--- src/sv/bucketed_hash_table_macros.svh ---
// assertion macros for the bucketed hash table
// used by the top level only, no other dependencies
`ifndef BUCKETED_HASH_TABLE_MACROS_SVH
`define BUCKETED_HASH_TABLE_MACROS_SVH
`ifndef SYNTH
`define BHT_ASSERT_SAME(label, clk, rst, ante, cons, msg) \
   label: assert property (@(posedge clk) disable iff (rst) (ante) |-> (cons)) else $error(msg);
`define BHT_ASSERT_NEXT(label, clk, rst, ante, cons, msg) \
   label: assert property (@(posedge clk) disable iff (rst) (ante) |=> (cons)) else $error(msg);
`else
`define BHT_ASSERT_SAME(label, clk, rst, ante, cons, msg)
`define BHT_ASSERT_NEXT(label, clk, rst, ante, cons, msg)
`endif
`endif

--- src/sv/bht_pkg.sv ---
// shared types and constants of the bucketed hash table
// no dependencies
`default_nettype none
package bht_pkg;
   localparam int HASH_BITS      = 32;
   localparam int DATA_BITS      = 32;
   localparam int COUNT_BITS     = 7;
   localparam int CSR_DATA_BITS  = 7;
   localparam int CSR_INDEX_BITS = 1;
   localparam int DIGIT_BITS     = 4;
   localparam int DIV_STEPS      = HASH_BITS / DIGIT_BITS;
   localparam int DIV_CNT_BITS   = $clog2(DIV_STEPS);
   localparam int BUCKET_OUT_BITS = 6;
   localparam int NODE_OUT_BITS  = 9;
   localparam int STAT_BITS      = 32;

   localparam logic [CSR_INDEX_BITS-1:0] REG_BUCKET_COUNT = 1'b0;
   localparam logic [CSR_INDEX_BITS-1:0] REG_PROBE_ENABLE = 1'b1;
   localparam logic [COUNT_BITS-1:0] BUCKET_COUNT_RESET = 7'd64;

   typedef enum logic [1:0] {
      CMD_ADD    = 2'd0,
      CMD_GET    = 2'd1,
      CMD_REMOVE = 2'd2,
      CMD_CLEAR  = 2'd3
   } bht_cmd_type;

   typedef enum logic [1:0] {
      STS_OK        = 2'd0,
      STS_NOT_FOUND = 2'd1,
      STS_NO_ROOM   = 2'd2,
      STS_DUPLICATE = 2'd3
   } bht_status_type;

   typedef enum logic [2:0] {
      ST_IDLE,
      ST_DIV,
      ST_LOOK,
      ST_CMP,
      ST_DONE
   } bht_state_type;
endpackage
`default_nettype wire

--- src/sv/bht_divider.sv ---
// remainder unit: hash modulo bucket count, four dividend bits per cycle
// depends on bht_pkg
`default_nettype none
module bht_divider (
   input  logic                             clock,
   input  logic                             reset,
   input  logic                             start,
   input  logic [bht_pkg::HASH_BITS-1:0]    dividend,
   input  logic [bht_pkg::COUNT_BITS-1:0]   divisor,
   output logic                             done,
   output logic [bht_pkg::COUNT_BITS-1:0]   remainder
);
   import bht_pkg::*;

   logic                    busy_ff, busy_in;
   logic                    done_ff, done_in;
   logic [DIV_CNT_BITS-1:0] cnt_ff, cnt_in;
   logic [HASH_BITS-1:0]    sh_ff, sh_in;
   logic [COUNT_BITS-1:0]   rem_ff, rem_in;
   logic [COUNT_BITS-1:0]   div_ff, div_in;

   always_comb begin
      logic [COUNT_BITS-1:0] t;
      logic [COUNT_BITS:0]   w;
      t = rem_ff;
      for (int d = 0; d < DIGIT_BITS; d++) begin
         w = {t, sh_ff[HASH_BITS-1-d]};
         if (w >= {1'b0, div_ff}) begin
            w = w - {1'b0, div_ff};
         end
         t = w[COUNT_BITS-1:0];
      end
      busy_in = busy_ff;
      cnt_in  = cnt_ff;
      sh_in   = sh_ff;
      rem_in  = rem_ff;
      div_in  = div_ff;
      done_in = 1'b0;
      if (start) begin
         busy_in = 1'b1;
         cnt_in  = '0;
         sh_in   = dividend;
         rem_in  = '0;
         div_in  = divisor;
      end else if (busy_ff) begin
         rem_in = t;
         sh_in  = sh_ff << DIGIT_BITS;
         cnt_in = cnt_ff + DIV_CNT_BITS'(1);
         if (cnt_ff == DIV_CNT_BITS'(DIV_STEPS - 1)) begin
            busy_in = 1'b0;
            done_in = 1'b1;
         end
      end
   end

   always_ff @(posedge clock) begin
      if (reset) begin
         busy_ff <= 1'b0;
         done_ff <= 1'b0;
      end else begin
         busy_ff <= busy_in;
         done_ff <= done_in;
      end
      cnt_ff <= cnt_in;
      sh_ff  <= sh_in;
      rem_ff <= rem_in;
      div_ff <= div_in;
   end

   assign done      = done_ff;
   assign remainder = rem_ff;
endmodule
`default_nettype wire

--- config.mk ---
export PLATFORM = sky130hd
export DESIGN_NAME = bht_divider
export DESIGN_NICKNAME = d
export VERILOG_FILES = /design/src/sv/bucketed_hash_table_macros.svh /design/src/sv/bht_pkg.sv /design/src/sv/bht_divider.sv
export SDC_FILE = /design/constraint.sdc
export NUM_CORES = 1
export LEC_CHECK = 0
export BUFFER_PORTS_ARGS = -buffer_cell sky130_fd_sc_hd__buf_2
export CAP_MARGIN = 20
export CORE_MARGIN = 5
export CORE_UTILIZATION = 50
export CTS_BUF_LIST = sky130_fd_sc_hd__clkbuf_8
export DETAILED_ROUTE_END_ITERATION = 10
export PLACE_DENSITY = 0.71
export SYNTH_ARGS = -nofsm -noshare
export SYNTH_HDL_FRONTEND = slang
export SYNTH_SLANG_ARGS = --single-unit
--- constraint.sdc ---
create_clock -name clock -period 10.2 [get_ports clock]
set_input_delay 2.04 -clock clock [delete_from_list [all_inputs] [get_ports clock]]
set_output_delay 2.04 -clock clock [all_outputs]
set_load 0.005 [all_outputs]
==> results.toml <==
[synth]
syn_avg_cell_area_um2 = 10.81
syn_nets = 412
netlist-cell-type-count = 55
synth-async-reset-ratio_pct = 0
synth-seq-cells = 51
synth-seq-area-share_pct = 38.87
synth_area_um2 = 3631
synthFlopType = "edfxtp_1"
postSynthCellCount = 336
synth-edff-count = 39
synth-warning-count = 0

[critical_path]
cp-end-kind = "register"
max_stage_delay_ns = 0.48
worstPathMaxFanout = 11
crit_top_cell = "nor2_1"
required_ns = 10.41
crit_type = "register to register"
critPathSlowestCell = "edfxtp_1"
start_kind = "register"
arrival_ns = 8.33

[placed_design]
portBuffers = 49
dp_hpwl_mm = 6.268
place_congestion = 0.8842

[floorplanning]
die_y_um = 95.22
core-area_um2 = 7176
io_pins = 50
row_count = 31
dieWidth_um = 95.22
die-area_um2 = 9066
start_util_pct = 50.60

[grt]
grt_max_degree = 35
antenna_found_initial = 0
grt_usage_pct = 18.51
gr-total-overflow = 0
grt_pass1_wl_mm = 13.14
grt_pass1_vias = 2782

[sta]
timing.slew.headroom_pct = 63.91
period_needed_ns = 8.118
hold_viol_final = 0
rsz0062_at_grt = "no"
setup_viol = 0
hold_slack_ns = 0.5160
finClkSkew_ns = 0.01513
drv_slew = 0
fmax_mhz = 123.2
setup_tns_ns = 0
post-route-period-util_pct = 79.59
worstMarginPinSlew_ns = 0.5406

[final_layout]
drive_above_1_share_pct = 27.79
nets = 460
num-fill-cells = 638
antennaDiodeCount = 0
area_delta_synth_final_pct = 11.89

[clocking]
clockBufferDepth = 2
cts_root_buf = "clkbuf_8"
cts_tree = "done"
clk_pin_slew_worst_paths_ns = 0.10
post_cts_resize_count = 0
clock_latency_ns = 0.31
numCtsBuffers = 5
postCtsSetupBuffers = 0
cts_num_sinks = 51
htreeDepth = 2
holdBufCountCts = 0

[route]
finalWirelength_mm = 7.940
drtAntennaViolNets = 0
drt_iter0_markers = 128
vias_per_cell = 5.696
vias = 2757
dr.pass1.iters = 4
post-route-drc-count = 0
post_drt_wl_per_cell_um = 16.40

[flow_run]
maxCapViolCount = 0

[min_path]
min_path_type = "register to register"

[run_status]
status = "completed"
-- routing by layer --
metal	vias to the layer above	share of wire [%]	track usage (%)
li1	1355	-	-
met1	1293	43	23.12
met2	89	48	30.85
met3	20	6.7	4.657
met4	0	2.5	6.851
met5	-	0	0
-- cells in the final DEF, fill, tap and decap left out, types with 3 or more instances in the layout --
| cell | netlist | final |
|---|---|---|
| a211oi_1 | 7 | 7 |
| a21o_1 | 8 | 8 |
| a21oi_1 | 18 | 18 |
| a311oi_1 | 5 | 5 |
| a31oi_1 | 3 | 3 |
| and2_1 | 6 | 6 |
| buf_2 | 0 | 49 |
| clkbuf_8 | 0 | 5 |
| dfxtp_1 | 12 | 12 |
| edfxtp_1 | 39 | 39 |
| fa_1 | 4 | 4 |
| ha_1 | 30 | 30 |
| inv_1 | 24 | 24 |
| mux2_2 | 36 | 36 |
| mux2i_1 | 4 | 4 |
| nand2_1 | 6 | 6 |
| nand2b_1 | 8 | 8 |
| nand3_1 | 9 | 9 |
| nand3b_1 | 3 | 3 |
| nand4_1 | 3 | 3 |
| nor2_1 | 20 | 20 |
| nor2b_1 | 8 | 8 |
| nor3_1 | 3 | 3 |
| nor3b_1 | 3 | 3 |
| o211ai_1 | 5 | 5 |
| o21a_1 | 4 | 4 |
| o21ai_0 | 12 | 12 |
| o21bai_1 | 3 | 3 |
| o31a_1 | 4 | 4 |
| xnor2_1 | 8 | 8 |
| xor2_1 | 4 | 4 |
-- kinds of logic after synthesis --
logic type / after synthesis / share of synthesized area [%]
buffers and inverters: 34 / 3.825
AND/OR/NAND/NOR: 76 / 11.34
AO/OA/AOI/OAI: 86 / 16.82
adder cells (fa/ha/maj): 34 / 12.54
flip-flops: 51 / 38.87
XOR/XNOR: 12 / 2.895
multiplexers: 43 / 13.71
-- through the flow --
step | instance area (um^2) | worst slack, ns | util (%) | std cells
floorplan | 3631 | 2.769 | - | 336
global placement | 3966 | 2.344 | 55.27 | 476
detailed placement | 3966 | 2.234 | 55.27 | 476
CTS | 4063 | 2.171 | 56.62 | 484
global route | 4063 | 1.431 | 56.62 | 484
finish | 4063 | 2.082 | 56.62 | 484
-- area by class of cell --
type | count | area, um^2 | share of cell area (%)
flip-flops and latches | 51 | 1411 | 34.74
multi-input cells | 251 | 2081 | 51.22
clock buffers | 5 | 68.82 | 1.694
clock inverters | 3 | 27.53 | 0.6775
repair buffers | 51 | 260.3 | 6.406
well taps | 99 | 123.9 | 3.049
inverters | 24 | 90.09 | 2.217
-- final timing paths --
kind              startpoint            to  slack [ns]  depth (start not counted)
setup reg to reg   div_ff[0]  remainder[3]        2.08                         34
hold / removal     cnt_ff[1]     cnt_ff[1]        0.52                          2
hold reg to reg    cnt_ff[1]     cnt_ff[1]        0.52                          2
setup / recovery   div_ff[0]  remainder[3]        2.08                         34
-- Yosys cell counts, types with 2 or more instances --
cell type / number / area [um^2]
mux2i_1: 4 / 40.04
a21oi_1: 18 / 90.09
a31oi_1: 3 / 18.77
and2_1: 6 / 37.54
o31a_1: 4 / 35.03
dfxtp_1: 12 / 240.2
or3_1: 2 / 12.51
clkbuf_1: 7 / 26.28
nor2_1: 20 / 75.07
o21bai_1: 3 / 22.52
o21ai_0: 12 / 60.06
fa_1: 4 / 80.08
xor2_1: 4 / 35.03
a311oi_1: 5 / 43.79
o2111ai_1: 2 / 17.52
nor2b_1: 8 / 50.05
edfxtp_1: 39 / 1171
nor3_1: 3 / 15.01
o211ai_1: 5 / 37.54
nand2b_1: 8 / 50.05
a211oi_1: 7 / 52.55
nor3b_1: 3 / 22.52
nand3_1: 9 / 45.04
ha_1: 30 / 375.4
mux2_4: 2 / 30.03
o311ai_0: 2 / 17.52
a21o_1: 8 / 60.06
o21a_1: 4 / 30.03
nand2_1: 6 / 22.52
nand3b_1: 3 / 22.52
inv_1: 24 / 90.09
mux2_2: 36 / 405.4
xnor2_1: 8 / 70.07
nand4_1: 3 / 18.77
o22ai_1: 2 / 12.51
-- sequential cells by signal, indices dropped and copies added, names as in the netlist --
name / cells
div_ff: 7
cnt_ff: 3
remainder: 7
busy_ff: 1
sh_ff: 32
done: 1
-- critical path: cells and delay by family, from the launching register on --
family / cells / cell delay, ns
compound gates: 17 / 3.77
fa+ha+maj: 5 / 1.76
simple gates: 9 / 1.42
flops: 1 / 0.48
mux: 1 / 0.43
buf+inv: 2 / 0.13
Power is not shown: default switching activity piles up to over one toggle a cycle in this logic, so the estimate is an artifact.
